==> src/hw/rtl/ccrc_pkg.sv <==
`default_nettype none

package ccrc_pkg;

    // Queue between the front and back parts
    localparam int QUEUE_DEPTH = 4;
    localparam int QPTR_W      = $clog2(QUEUE_DEPTH);
    localparam int QCNT_W      = $clog2(QUEUE_DEPTH + 1);

    // Result queue at the output
    localparam int OUT_DEPTH   = 2;
    localparam int OPTR_W      = $clog2(OUT_DEPTH);
    localparam int OCNT_W      = $clog2(OUT_DEPTH + 1);

    // Configuration register indexes
    localparam int          CFG_IDX_W          = 3;
    localparam logic [2:0]  REG_WIDTH_SELECT   = 3'd0;
    localparam logic [2:0]  REG_POLYNOMIAL     = 3'd1;
    localparam logic [2:0]  REG_INITIAL_VALUE  = 3'd2;
    localparam logic [2:0]  REG_FINAL_XOR      = 3'd3;
    localparam logic [2:0]  REG_REFLECT_INPUT  = 3'd4;
    localparam logic [2:0]  REG_REFLECT_OUTPUT = 3'd5;

    // Width select codes; any other code means 32 bits
    localparam logic [1:0]  WIDTH_8  = 2'd0;
    localparam logic [1:0]  WIDTH_16 = 2'd1;
    localparam logic [1:0]  WIDTH_32 = 2'd2;

    // Reset values of the configuration registers
    localparam logic [31:0] RST_POLYNOMIAL    = 32'h04C1_1DB7;
    localparam logic [31:0] RST_INITIAL_VALUE = 32'hFFFF_FFFF;
    localparam logic [31:0] RST_FINAL_XOR     = 32'hFFFF_FFFF;

    typedef struct packed {
        logic [7:0]  data_byte;
        logic        has_byte;
        logic        is_last;
        logic [31:0] expected_check;
    } t_item;

    typedef struct packed {
        logic [31:0] crc_value;
        logic        check_match;
    } t_result;

    typedef struct packed {
        logic [1:0]  width_select;
        logic [31:0] polynomial;
        logic [31:0] initial_value;
        logic [31:0] final_xor;
        logic        reflect_input;
        logic        reflect_output;
    } t_cfg;

    // Left shift that puts the top bit of the selected width at bit 31
    function automatic logic [4:0] align_shift(input logic [1:0] sel);
        logic [4:0] sh;
        case (sel)
            WIDTH_8:  sh = 5'd24;
            WIDTH_16: sh = 5'd16;
            default:  sh = 5'd0;
        endcase
        return sh;
    endfunction

    function automatic logic [7:0] reverse8(input logic [7:0] v);
        logic [7:0] r;
        for (int i = 0; i < 8; i++) begin
            r[i] = v[7 - i];
        end
        return r;
    endfunction

    function automatic logic [31:0] reverse32(input logic [31:0] v);
        logic [31:0] r;
        for (int i = 0; i < 32; i++) begin
            r[i] = v[31 - i];
        end
        return r;
    endfunction

endpackage

`default_nettype wire

==> src/hw/rtl/configurable_crc_engine.sv <==
// Items wait in the input queue; a message's result waits in the result queue for the ports.
// One item per cycle unless a queue is full; the eight-step byte update is combinational.
// A four-entry queue parts the input from the CRC unit, a two-entry queue holds results.
// Reset (synchronous, active low): empties both queues, closes any message and loads
// the configuration registers with their defaults; no clearing pass is needed.
`default_nettype none

module configurable_crc_engine (
    input  wire logic                              i_clk,
    input  wire logic                              i_rst_n,
    input  wire logic                              push,
    output logic                                   full,
    input  wire logic [7:0]                        i_data_byte,
    input  wire logic                              i_has_byte,
    input  wire logic                              i_is_last,
    input  wire logic [31:0]                       i_expected_check,
    output logic                                   empty,
    input  wire logic                              pop,
    output logic [31:0]                            o_crc_value,
    output logic                                   o_check_match,
    input  wire logic                              i_cfg_valid,
    output logic                                   o_cfg_ready,
    input  wire logic [ccrc_pkg::CFG_IDX_W-1:0]    i_cfg_index,
    input  wire logic [31:0]                       i_cfg_data
);

    ccrc_pkg::t_cfg  r_cfg;
    ccrc_pkg::t_item in_item;
    ccrc_pkg::t_item q_item;
    logic            q_valid;
    logic            q_pop;

    assign o_cfg_ready = 1'b1;

    // Configuration registers; unknown indexes are dropped
    always_ff @(posedge i_clk) begin
        if (!i_rst_n) begin
            r_cfg.width_select   <= ccrc_pkg::WIDTH_32;
            r_cfg.polynomial     <= ccrc_pkg::RST_POLYNOMIAL;
            r_cfg.initial_value  <= ccrc_pkg::RST_INITIAL_VALUE;
            r_cfg.final_xor      <= ccrc_pkg::RST_FINAL_XOR;
            r_cfg.reflect_input  <= 1'b1;
            r_cfg.reflect_output <= 1'b1;
        end else if (i_cfg_valid && o_cfg_ready) begin
            case (i_cfg_index)
                ccrc_pkg::REG_WIDTH_SELECT:   r_cfg.width_select   <= i_cfg_data[1:0];
                ccrc_pkg::REG_POLYNOMIAL:     r_cfg.polynomial     <= i_cfg_data;
                ccrc_pkg::REG_INITIAL_VALUE:  r_cfg.initial_value  <= i_cfg_data;
                ccrc_pkg::REG_FINAL_XOR:      r_cfg.final_xor      <= i_cfg_data;
                ccrc_pkg::REG_REFLECT_INPUT:  r_cfg.reflect_input  <= i_cfg_data[0];
                ccrc_pkg::REG_REFLECT_OUTPUT: r_cfg.reflect_output <= i_cfg_data[0];
                default: ;
            endcase
        end
    end

    // Gather the input item
    always_comb begin
        in_item.data_byte      = i_data_byte;
        in_item.has_byte       = i_has_byte;
        in_item.is_last        = i_is_last;
        in_item.expected_check = i_expected_check;
    end

    ccrc_front u_front (
        .i_clk     (i_clk),
        .i_rst_n   (i_rst_n),
        .push      (push),
        .full      (full),
        .i_item    (in_item),
        .o_q_valid (q_valid),
        .o_q_item  (q_item),
        .i_q_pop   (q_pop)
    );

    ccrc_back u_back (
        .i_clk         (i_clk),
        .i_rst_n       (i_rst_n),
        .i_cfg         (r_cfg),
        .i_q_valid     (q_valid),
        .i_q_item      (q_item),
        .o_q_pop       (q_pop),
        .empty         (empty),
        .pop           (pop),
        .o_crc_value   (o_crc_value),
        .o_check_match (o_check_match)
    );

endmodule

`default_nettype wire

==> src/hw/rtl/ccrc_front.sv <==
`default_nettype none

module ccrc_front (
    input  wire logic             i_clk,
    input  wire logic             i_rst_n,
    input  wire logic             push,
    output logic                  full,
    input  wire ccrc_pkg::t_item  i_item,
    output logic                  o_q_valid,
    output ccrc_pkg::t_item       o_q_item,
    input  wire logic             i_q_pop
);

    ccrc_pkg::t_item                    r_q [ccrc_pkg::QUEUE_DEPTH];
    logic [ccrc_pkg::QPTR_W-1:0]        r_wr, n_wr;
    logic [ccrc_pkg::QPTR_W-1:0]        r_rd, n_rd;
    logic [ccrc_pkg::QCNT_W-1:0]        r_count, n_count;
    logic                               accept;
    logic                               keep;

    // Take an item when there is room; keep only items with a byte or an end mark
    assign full   = (r_count == ccrc_pkg::QCNT_W'(ccrc_pkg::QUEUE_DEPTH));
    assign accept = push && !full;
    assign keep   = accept && (i_item.has_byte || i_item.is_last);

    // Present the oldest queued item
    assign o_q_valid = (r_count != '0);
    assign o_q_item  = r_q[r_rd];

    // Advance pointers and count
    always_comb begin
        n_wr    = keep    ? r_wr + 1'b1 : r_wr;
        n_rd    = i_q_pop ? r_rd + 1'b1 : r_rd;
        n_count = r_count;
        if (keep && !i_q_pop) begin
            n_count = r_count + 1'b1;
        end else if (!keep && i_q_pop) begin
            n_count = r_count - 1'b1;
        end
    end

    always_ff @(posedge i_clk) begin
        if (!i_rst_n) begin
            r_wr    <= '0;
            r_rd    <= '0;
            r_count <= '0;
        end else begin
            r_wr    <= n_wr;
            r_rd    <= n_rd;
            r_count <= n_count;
        end
    end

    // Store the item
    always_ff @(posedge i_clk) begin
        if (keep) begin
            r_q[r_wr] <= i_item;
        end
    end

    a_no_pop_when_empty: assert property (@(posedge i_clk) disable iff (!i_rst_n)
        i_q_pop |-> (r_count != '0))
        else $error("queue popped while empty");

    a_count_rises: assert property (@(posedge i_clk) disable iff (!i_rst_n)
        (keep && !i_q_pop) |=> (r_count == $past(r_count) + 1'b1))
        else $error("queue count did not rise on a kept item");

    a_dropped_item: assert property (@(posedge i_clk) disable iff (!i_rst_n)
        (accept && !keep && !i_q_pop) |=> $stable(r_count) && $stable(r_wr))
        else $error("item without byte or end mark entered the queue");

endmodule

`default_nettype wire

==> src/hw/rtl/ccrc_back.sv <==
`default_nettype none

module ccrc_back (
    input  wire logic             i_clk,
    input  wire logic             i_rst_n,
    input  wire ccrc_pkg::t_cfg   i_cfg,
    input  wire logic             i_q_valid,
    input  wire ccrc_pkg::t_item  i_q_item,
    output logic                  o_q_pop,
    output logic                  empty,
    input  wire logic             pop,
    output logic [31:0]           o_crc_value,
    output logic                  o_check_match
);

    logic [31:0]                   r_crc;
    logic                          r_in_msg;
    ccrc_pkg::t_result             r_out [ccrc_pkg::OUT_DEPTH];
    logic [ccrc_pkg::OPTR_W-1:0]   r_owr, r_ord;
    logic [ccrc_pkg::OCNT_W-1:0]   r_ocount, n_ocount;

    logic        pop_acc;
    logic        out_space;
    logic        take;
    logic        emit;
    logic [4:0]  sh;
    logic [31:0] mask;
    logic [31:0] crc_al;
    logic [31:0] poly_al;
    logic [31:0] step_al;
    logic [31:0] next_al;
    logic [31:0] crc_new;
    logic [31:0] res_pre;
    logic [31:0] res_val;
    logic [7:0]  byte_in;
    ccrc_pkg::t_result result;

    // Handshakes on both sides
    assign pop_acc   = pop && !empty;
    assign out_space = (r_ocount != ccrc_pkg::OCNT_W'(ccrc_pkg::OUT_DEPTH)) || pop_acc;
    assign take      = i_q_valid && (!i_q_item.is_last || out_space);
    assign emit      = take && i_q_item.is_last;
    assign o_q_pop   = take;

    // Byte step: work with the register aligned to bit 31, eight LFSR shifts
    always_comb begin
        sh      = ccrc_pkg::align_shift(i_cfg.width_select);
        mask    = 32'hFFFF_FFFF >> sh;
        crc_al  = (r_in_msg ? r_crc : i_cfg.initial_value) << sh;
        poly_al = i_cfg.polynomial << sh;
        byte_in = i_cfg.reflect_input ? ccrc_pkg::reverse8(i_q_item.data_byte)
                                      : i_q_item.data_byte;
        step_al = crc_al ^ {byte_in, 24'd0};
        for (int j = 0; j < 8; j++) begin
            step_al = {step_al[30:0], 1'b0} ^ (step_al[31] ? poly_al : 32'd0);
        end
        next_al = i_q_item.has_byte ? step_al : crc_al;
        crc_new = next_al >> sh;
    end

    // Finish: reflect over the width, apply the XOR, compare
    always_comb begin
        res_pre = i_cfg.reflect_output ? ccrc_pkg::reverse32(next_al) : crc_new;
        res_val = (res_pre ^ i_cfg.final_xor) & mask;
        result.crc_value   = res_val;
        result.check_match = (res_val == (i_q_item.expected_check & mask));
    end

    // Hold the running register and the message flag
    always_ff @(posedge i_clk) begin
        if (!i_rst_n) begin
            r_in_msg <= 1'b0;
        end else if (take) begin
            r_in_msg <= !i_q_item.is_last;
        end
    end

    always_ff @(posedge i_clk) begin
        if (take) begin
            r_crc <= crc_new;
        end
    end

    // Result queue
    always_comb begin
        n_ocount = r_ocount;
        if (emit && !pop_acc) begin
            n_ocount = r_ocount + 1'b1;
        end else if (!emit && pop_acc) begin
            n_ocount = r_ocount - 1'b1;
        end
    end

    always_ff @(posedge i_clk) begin
        if (!i_rst_n) begin
            r_owr    <= '0;
            r_ord    <= '0;
            r_ocount <= '0;
        end else begin
            r_ocount <= n_ocount;
            if (emit) begin
                r_owr <= r_owr + 1'b1;
            end
            if (pop_acc) begin
                r_ord <= r_ord + 1'b1;
            end
        end
    end

    always_ff @(posedge i_clk) begin
        if (emit) begin
            r_out[r_owr] <= result;
        end
    end

    assign empty         = (r_ocount == '0);
    assign o_crc_value   = r_out[r_ord].crc_value;
    assign o_check_match = r_out[r_ord].check_match;

    a_ocount_bound: assert property (@(posedge i_clk) disable iff (!i_rst_n)
        r_ocount <= ccrc_pkg::OCNT_W'(ccrc_pkg::OUT_DEPTH))
        else $error("result queue overflow");

    a_msg_closed: assert property (@(posedge i_clk) disable iff (!i_rst_n)
        emit |=> !r_in_msg)
        else $error("message still open after its last item");

    a_result_queued: assert property (@(posedge i_clk) disable iff (!i_rst_n)
        (emit && !pop_acc) |=> (r_ocount == $past(r_ocount) + 1'b1))
        else $error("result not queued");

endmodule

`default_nettype wire

==> config.mk <==
export PLATFORM = sky130hd
export DESIGN_NAME = configurable_crc_engine
export DESIGN_NICKNAME = d
export VERILOG_FILES = /design/src/hw/rtl/ccrc_pkg.sv /design/src/hw/rtl/configurable_crc_engine.sv /design/src/hw/rtl/ccrc_front.sv /design/src/hw/rtl/ccrc_back.sv
export SDC_FILE = /design/constraint.sdc
export NUM_CORES = 1
export LEC_CHECK = 0
export BUFFER_PORTS_ARGS = -buffer_cell sky130_fd_sc_hd__clkbuf_2
export CAP_MARGIN = 0
export CORE_MARGIN = 1
export CORE_UTILIZATION = 47
export CTS_CLUSTER_SIZE = 12
export DETAILED_ROUTE_END_ITERATION = 8
export GPL_TIMING_DRIVEN = 0
export HOLD_SLACK_MARGIN = 0.12
export PLACE_DENSITY = 0.75
export SETUP_SLACK_MARGIN = 0.02
export SLEW_MARGIN = 20
export SYNTH_ARGS = -nofsm -noshare
export SYNTH_HDL_FRONTEND = slang
export SYNTH_HIERARCHICAL = 1
export SYNTH_SLANG_ARGS = --single-unit
==> constraint.sdc <==
create_clock -name i_clk -period 6.77 [get_ports i_clk]
set_clock_uncertainty 0.2 [all_clocks]
set_input_delay 0.3385 -clock i_clk [delete_from_list [all_inputs] [get_ports i_clk]]
set_output_delay 0.3385 -clock i_clk [all_outputs]
set_load 0.01 [all_outputs]
======== Word level (Yosys, flattened, before mapping) ========
Memory sizes are Yosys's and may differ from the RTL's. A register that Yosys moved wholly into a read port is not among the register bits.
Index checks and enable logic that the tools add are counted.
storage, ports and cells
  bits in registers ....................... 144
  RAM bits ................................ 234
  bits of input ports ..................... 82
  word-level logic and storage cells ...... 105
  memories kept ........................... 2
operators by class
  $add $sub $neg .......................... 8
  equal/unequal tests ..................... 9
  shifts and indexed selects .............. 4
  mux-type cells .......................... 25
  bitwise gates (word level) .............. 12
  reduce and logical (&&, ||, !) cells .... 31
memory list
  memory        words  bits a word  read ports  clocked after Yosys merged registers in  write ports  line              RTL
  u_front.r_q   4      42           1           1                                        1            ccrc_front.sv:14  ccrc_pkg::t_item r_q [ccrc_pkg::QUEUE_DEPTH];
  u_back.r_out  2      33           1           1                                        1            ccrc_back.sv:18   ccrc_pkg::t_result r_out [ccrc_pkg::OUT_DEPTH];
operator list
  operator               count
  $mux 32                11
  $xor 32x32->32         10
  $and 32x32->32         2
  $shl 32x5->32          2
  $eq 32x32->1           1
  $shr 32x5->32          1
  $shr 32x5->32 const A  1
  $reduce_and 2->1       6
  $pmux 5 s2             1
  $eq 3x3->1 const B     3
  $logic_and 1x1->1      9
  $mux 2                 4
  $mux 8                 1
  $logic_not 1->1        7
  $add 2x1->2 const B    3
  $eq 3x2->1 const B     2
  $mux 1                 6
  $mux 3                 2
  $logic_not 2->1        2
  $reduce_bool 2->1      2
  $add 3x1->3 const B    1
  $eq 3x1->1 const B     1
  $logic_not 3->1        1
  $logic_or 1x1->1       3
  6 further kinds        7

======== Depth between registers and ports, before layout ========
Gate-level depths: netlist of run 1.
  depth in word-level cells ............... 26
  depth in mapped cells ................... 30
  gate-level depth less buffers ........... 23

======== Cells and area by module ========
The synthesis of run 1 kept the hierarchy.
modules (own cells, without submodules)
  module                   instances  cells each  area an instance (µm²)
  ccrc_back                1          1,710       13,695.6
  ccrc_front               1          267         6,578.8
  configurable_crc_engine  1          387         4,100.2

======== Worst setup path before layout of run 1 ========
No wires, ideal clock.
  path type ............................... register -> register
  start point ............................. register with a tool-made name
  end point ............................... memory u_back/r_out[0][0] (netlist name) (data pin)
  setup time .............................. 0.182 ns
  arrival time ............................ 6.676 ns
  data required time ...................... 6.388 ns
  path slack .............................. -0.287 ns
  cell stages (with the launch flop) ...... 27
  buffers on the path ..................... 5
  cells stage by stage .................... dfxtp_1 -> buf_6 -> buf_12 -> mux4_2 -> mux2i_1 -> xnor2_1 -> nor4_1 -> or4_4 -> and2_1 -> buf_2 -> o211ai_2 -> nand4_1 -> o21ai_0 -> o2111ai_1 -> and2_1 -> buf_2 -> nor2_4 -> mux2_4 -> buf_4 -> or4_1 -> nand3_1 -> a31oi_1 -> o21ba_1 -> mux2_1 -> xnor3_1 -> or4_1 -> nor4_2
RTL lines
  item           line
  end, declared  ccrc_back.sv:18

==> metrics.md, run 1 <==
| Metric | Value |
|---|---|
| Status | complete, but fails checks |
| Failing checks | negative setup slack |
| Area Growth Syn to Fin | 26.2% |
| Die Y | 230 um |
| Final Hold Viols | 0 |
| Share of cells above drive strength 1 | 0.262 |
| Via count | 21894 |
| Mapped Avg Cell Area | 10.3 sq um |
| HP Class | in -> reg |
| Final nets | 2787 |
| Asr flop ratio synth | 0 |
| Worst skew pair latency | 0.54 ns |
| Launch point of the worst reg-to-reg path | u_back/r_in_msg$_SDFFE_PN0P_ |
| CP Max Fanout | 10 |
| Crit path DAT | 7.64 ns |
| Fin area | 30800 sq um |
| Core area | 51300 sq um |
| Post-synth EDFFs | 266 |
| Root Buffer | clkbuf_16 |
| Number of I/O port buffers | 116 |
| Count of cell types in the netlist | 114 |
| Bufs on Longest Clock Path | 3 |
| Worst reg2reg endpoint | u_back/r_out[1][0]$_DFFE_PP_ |
| R2R cell count | 23 |
| Global Route Usage Sum | 0.407 |
| Drt drc | 0 |
| Grt total ovfl | 0 |
| Routed WL | 110000 um |
| FF-to-FF setup slack | -0.72 ns |
| Final count of negative-setup-slack endpoints | 5 |
| Critical path data required time | 6.92 ns |
| Final Max Tran Viols | 0 |
| Clock sinks | 381 |
| Initial antenna violation count | 0 |
| Largest net degree at the start of global routing | 30 |
| Fin crit share | 1.11 |
| Initial core utilization | 0.475 |
| H-tree levels | 2 |
| CTS buffer count | 38 |
| CP Launch Type | flop |
| Setup ws final | -0.720 ns |
| Worst setup EP type | flop |
| Rows | 83 |
| Relative slew slack | 0.203 |
| Vias in the first global route | 21344 |
| Die X | 230 um |
| Post-synthesis cell count | 2364 |
| Hold path depth | 2 |
| Drt first pass iters | 6 |
| Post-synthesis sequential area ratio | 0.422 |
| Commonest non-fill, non-tap cell in the layout | edfxtp_1 |
| Routed len/inst | 32.3 um |
| Fmax | 134 MHz |
| # IOs | 118 |
| Worst slew pin tran | 1.16 ns |
| Crit path from | u_back/r_in_msg$_SDFFE_PN0P_ |
| DR vias/cell | 6.44 |
| Crit path time final | 7.49 ns |
| Syn Std Cell Area | 24400 sq um |
| Max-cap viol count | 0 |
| CTS tree | done |
| Post-synth top flop | edfxtp_1 |
| Final Wtd Congestion | 1.03 |
| RSZ-0062 raised after global routing | true |
| Detail Placement HPWL | 81000 um |
| Commonest non-fill, non-tap cells in the layout | edfxtp_1 (266), nand2_1 (245), xnor2_1 (191) |
| Die area | 52800 sq um |
| Syn. warnings | 6 |
| Setup TNS | -1.49 ns |
| Critical path endpoint | u_back/r_out[1][0]$_DFFE_PP_ |
| Clock slew at reported path FFs | 0.06 ns |
| DRT iter0 DRCs | 2753 |
| Post-route antenna net violation count | 0 |
| Crit path kind | reg -> reg |
| Yosys reg bits | 381 |
| Cell Area, Placed | 26100 sq um |
| Post-Synthesis Net Count | 2453 |
| First-pass GRT wire length | 154000 um |
[critical path, cell delays in order (launching register included)]
cell and delay [ns]:
dfxtp_1 0.32, buf_4 0.18, buf_6 0.21, mux4_2 0.56, mux2i_4 0.42, xor2_1 0.23
or4_4 0.57, and2_4 0.24, o211ai_4 0.10, nand4_1 0.16, or3_4 0.44, and3b_2 0.25
o21a_4 0.24, nor2_4 0.19, mux2_4 0.37, buf_8 0.14, o31a_1 0.24, o41a_1 0.48
a31oi_4 0.29, xor2_2 0.24, xor2_1 0.20, o221ai_2 0.14, or4_4 0.56, nor4_4 0.31
[registers in the layout (all words and copies together), names as in the netlist, named ones only]
| signal | cells |
|---|---|
| u_front/r_wr | 2 |
| u_back/r_ord | 1 |
| u_back/r_crc | 32 |
| u_front/r_rd | 2 |
| u_back/r_out | 66 |
| u_front/r_count | 3 |
| r_cfg | 100 |
| u_back/r_in_msg | 1 |
| u_front/r_q | 168 |
| u_back/r_owr | 1 |
| u_back/r_ocount | 2 |
[cell families (layout without fill, tap and decap cells)]
logic type,Yosys count,after routing,share of synthesized area
adders and majority gates,7,7,0.00390
xor gates and xnor gates,303,303,0.118
buffers and inverters,204,558,0.0390
AOI/OAI and AO/OA,361,361,0.107
and+or+nand+nor,834,834,0.171
DFF,381,381,0.422
muxes,273,273,0.139
other,1,4,0.000154
[area by class of cell]
cell class	count	area [sq um]
fill	4157	20500
multi-input combinational	1779	15000
sequential	381	10300
timing repair buffer	304	2370
clock buffer	56	1050
buffer	164	981
tap	680	851
inverter	30	113
clock inverter	4	62.6
antenna	3	7.51
[per-layer routing]
metal,routed length (um),track usage,up-vias,part of all wire
met1,41600,0.525,10821,0.38
met2,48900,0.638,1441,0.45
met5,0,0,-,0
met3,10600,0.0661,368,0.097
li1,-,-,9264,-
met4,8710,0.263,0,0.079
[worst min path at each step]
stage,startpoint,to,slack (ns)
2_1_floorplan,r_cfg[72]$_SDFFE_PN0P_,r_cfg[72]$_SDFFE_PN0P_,0.23
3_3_place_gp,r_cfg[72]$_SDFFE_PN0P_,r_cfg[72]$_SDFFE_PN0P_,0.25
3_5_place_dp,r_cfg[72]$_SDFFE_PN0P_,r_cfg[72]$_SDFFE_PN0P_,0.25
4_1_cts,i_rst_n,u_back/r_owr$_SDFFE_PN0P_,0.16
5_1_grt,i_rst_n,u_back/r_owr$_SDFFE_PN0P_,0.20
6_report,i_rst_n,u_back/r_owr$_SDFFE_PN0P_,0.16
[what timing repair did]
item,CTS,global route
gates cloned,1,0
endpoints found under the hold margin,271,0
hold buffers,83,0
buffers inserted,63,29
resized for setup,302,102
endpoints found under the setup margin,97,56
pin swaps,60,47
[cells in the mapped netlist, types with 44 or more instances]
library cell  number  area [sq um]
mux2_2            48           541
nor2_1           195           732
nand2_1          251           942
o21ai_0           45           225
mux2i_1          176          1760
xnor2_1          236          2070
xor2_1            52           455
nor2b_1          126           788
clkbuf_1         108           405
mux4_2            44           991
dfxtp_1          115          2300
a21oi_1           59           295
edfxtp_1         266          7990
[metrics by stage]
stage | util | hold slack (ns) | instances | setup WS (ns)
after floorplan | - | 0.234 | 2364 | 0.0905
after global routing | 0.599 | 0.197 | 3398 | -0.797
after CTS | 0.586 | 0.161 | 3370 | -0.536
final | 0.600 | 0.160 | 3401 | -0.720
after global placement | 0.504 | 0.246 | 3160 | -3.20
after detailed placement | 0.509 | 0.254 | 3172 | -2.96
Power of run 1 is left out: the tool's default activity adds up to more than one toggle a clock period on the data nets, which glitch-free logic cannot reach.
==> run 2, diff against run 1 <==
- CORE_MARGIN: 1 -> 3
- CORE_UTILIZATION: 47 -> 40
- PLACE_DENSITY: 0.75 -> 0.67
==> run 2 against run 1 <==
  * The run still ends with negative setup slack left
  * Fmax grew 1.6%
  * Count of clock-buffer cells in the layout increased by 6
  * Critical path depth up 4
  * Cell count rose by 2.9%
  * Setup slack better by 0.12 ns
  * Global-route usage is 9.3 points lower
  * Register-to-register slack better by 0.12 ns
  * Critical path type unchanged
  * Largest cell class unchanged
==> metrics.md, run 2 (same netlist as run 1, synthesis figures left out) <==
| Metric | Value |
|---|---|
| Vias in the first global route | 20775 |
| Post-route antenna net violation count | 0 |
| Drt drc | 0 |
| FF-to-FF setup slack | -0.60 ns |
| Die Y | 253 um |
| Fmax | 136 MHz |
| Final Wtd Congestion | 1.07 |
| Final count of negative-setup-slack endpoints | 2 |
| HP Class | in -> reg |
| Bufs on Longest Clock Path | 3 |
| Routed len/inst | 29.3 um |
| Final Max Tran Viols | 0 |
| Final nets | 2789 |
| Filler cells | 5241 |
| First-pass GRT wire length | 146000 um |
| Setup ws final | -0.604 ns |
| Clock sinks | 381 |
| Fin area | 30700 sq um |
| Largest net degree at the start of global routing | 43 |
| CTS buffer count | 39 |
| Commonest non-fill, non-tap cells in the layout | edfxtp_1 (266), nand2_1 (246), xnor2_1 (209) |
| Relative slew slack | 0.235 |
| # placed instances | 3258 |
| Crit path time final | 7.37 ns |
| Core area | 59700 sq um |
| Largest regs | u_front/r_q (168), r_cfg (100), u_back/r_out (66) |
| Initial antenna violation count | 1 |
| Initial core utilization | 0.408 |
| CP Max Fanout | 5 |
| Routed WL | 103000 um |
| Global Route Usage Sum | 0.315 |
| Commonest non-fill, non-tap cell in the layout | edfxtp_1 |
| Final Hold Viols | 0 |
| Cell Area, Placed | 26100 sq um |
| Final Util | 0.514 |
| Worst setup EP type | flop |
| RSZ-0062 raised after global routing | true |
| Detail Placement HPWL | 77000 um |
| # IOs | 118 |
| Non-filler cells, final | 3499 |
| Rows | 89 |
| Worst slew pin tran | 1.15 ns |
| DRT iter0 DRCs | 2458 |
| Crit path kind | reg -> reg |
| Status | complete, but fails checks |
| Number of I/O port buffers | 116 |
| H-tree levels | 2 |
| Max FFs per register | 168 |
| Drt first pass iters | 5 |
| Die X | 253 um |
| Clock slew at reported path FFs | 0.06 ns |
| DR vias/cell | 6.10 |
| Root Buffer | clkbuf_16 |
| Max-cap viol count | 0 |
| CTS tree | done |
| Hold WS | 0.145 ns |
| Most flops, register | u_front/r_q |
| Crit path DAT | 7.52 ns |
| CP Launch Type | flop |
| Worst skew pair latency | 0.53 ns |
| Via count | 21341 |
| Share of cells above drive strength 1 | 0.246 |
| Grt total ovfl | 0 |
| Failing checks | negative setup slack |
| Critical path data required time | 6.91 ns |
| Area Growth Syn to Fin | 25.8% |
| Die area | 63900 sq um |
| Fin crit share | 1.09 |
-- run 2: cell count changes in the layout (fill, tap and decap cells not counted), moves of 4 or more --
cell,before,now
xnor2_1,191,209
xnor2_2,40,22
clkbuf_1,94,104
a21oi_1,41,48
a21oi_2,15,8
and2_4,4,8
o21ai_1,5,9
o21ai_2,11,7
-- run 2: final timing paths --
check,end,startpoint,cells after the start
max,u_back/r_out[1][0]$_DFFE_PP_,flop,27
min,flop,pop,4
max reg2reg,u_back/r_out[1][0]$_DFFE_PP_,flop,27
min reg2reg,r_cfg[75]$_SDFFE_PN0P_,r_cfg[75]$_SDFFE_PN0P_,2
-- run 2: area by class of cell --
class                      instances  area [sq um]  share of cell area
multi-input combinational       1780         14800               0.483
sequential                       381         10300               0.336
timing repair buffer             300          2350              0.0766
clock buffer                      62          1120              0.0367
buffer                           168           982              0.0320
tap                              773           967              0.0315
inverter                          30           113             0.00367
clock inverter                     4          27.5            0.000897
antenna                            1          2.50           0.0000816
-- run 2: critical path, cell delays in order (launching register included) --
cell and delay, ns:
dfxtp_2 0.32, buf_6 0.12, buf_12 0.12, mux4_2 0.55, mux2i_4 0.20, buf_12 0.15, a21boi_4 0.21, buf_12 0.15
nor3_4 0.05, or4_4 0.60, and2_4 0.21, o211ai_2 0.09, nand4_1 0.19, or3_4 0.44, and3b_1 0.21, o21a_2 0.25
buf_4 0.14, nor3_2 0.22, nor3_4 0.09, buf_4 0.17, o21ai_0 0.21, xnor3_1 0.46, a311o_1 0.43, a2111oi_4 0.44
nand4bb_1 0.19, nor4b_2 0.35, nand4_1 0.22, nor4_4 0.20
-- run 2: metal layers --
| layer | routed length [um] | global-route usage | share of wire | vias to the layer above |
|---|---|---|---|---|
| met3 | 9680 | 0.0537 | 0.094 | 274 |
| met4 | 6220 | 0.157 | 0.061 | 0 |
| met1 | 40400 | 0.419 | 0.39 | 10550 |
| met5 | 0 | 0 | 0 | - |
| met2 | 46200 | 0.498 | 0.45 | 1251 |
| li1 | - | - | - | 9266 |
-- run 2: timing repair --
action	4_1_cts	5_1_grt
pin swaps	74	51
gates cloned	2	1
endpoints found under the setup margin	97	62
hold endpoints to repair	269	0
gates resized for setup	265	93
hold buffers	83	0
setup buffers	59	35
-- run 2: per-stage QoR --
stage,setup slack (ns),setup TNS (ns)
after floorplan,0.0905,0
after global placement,-3.09,-148.55
after detailed placement,-2.75,-105.07
after CTS,-0.457,-0.914
after global routing,-0.736,-2.18
final,-0.604,-1.21
Power of run 2 is left out for the same reason.
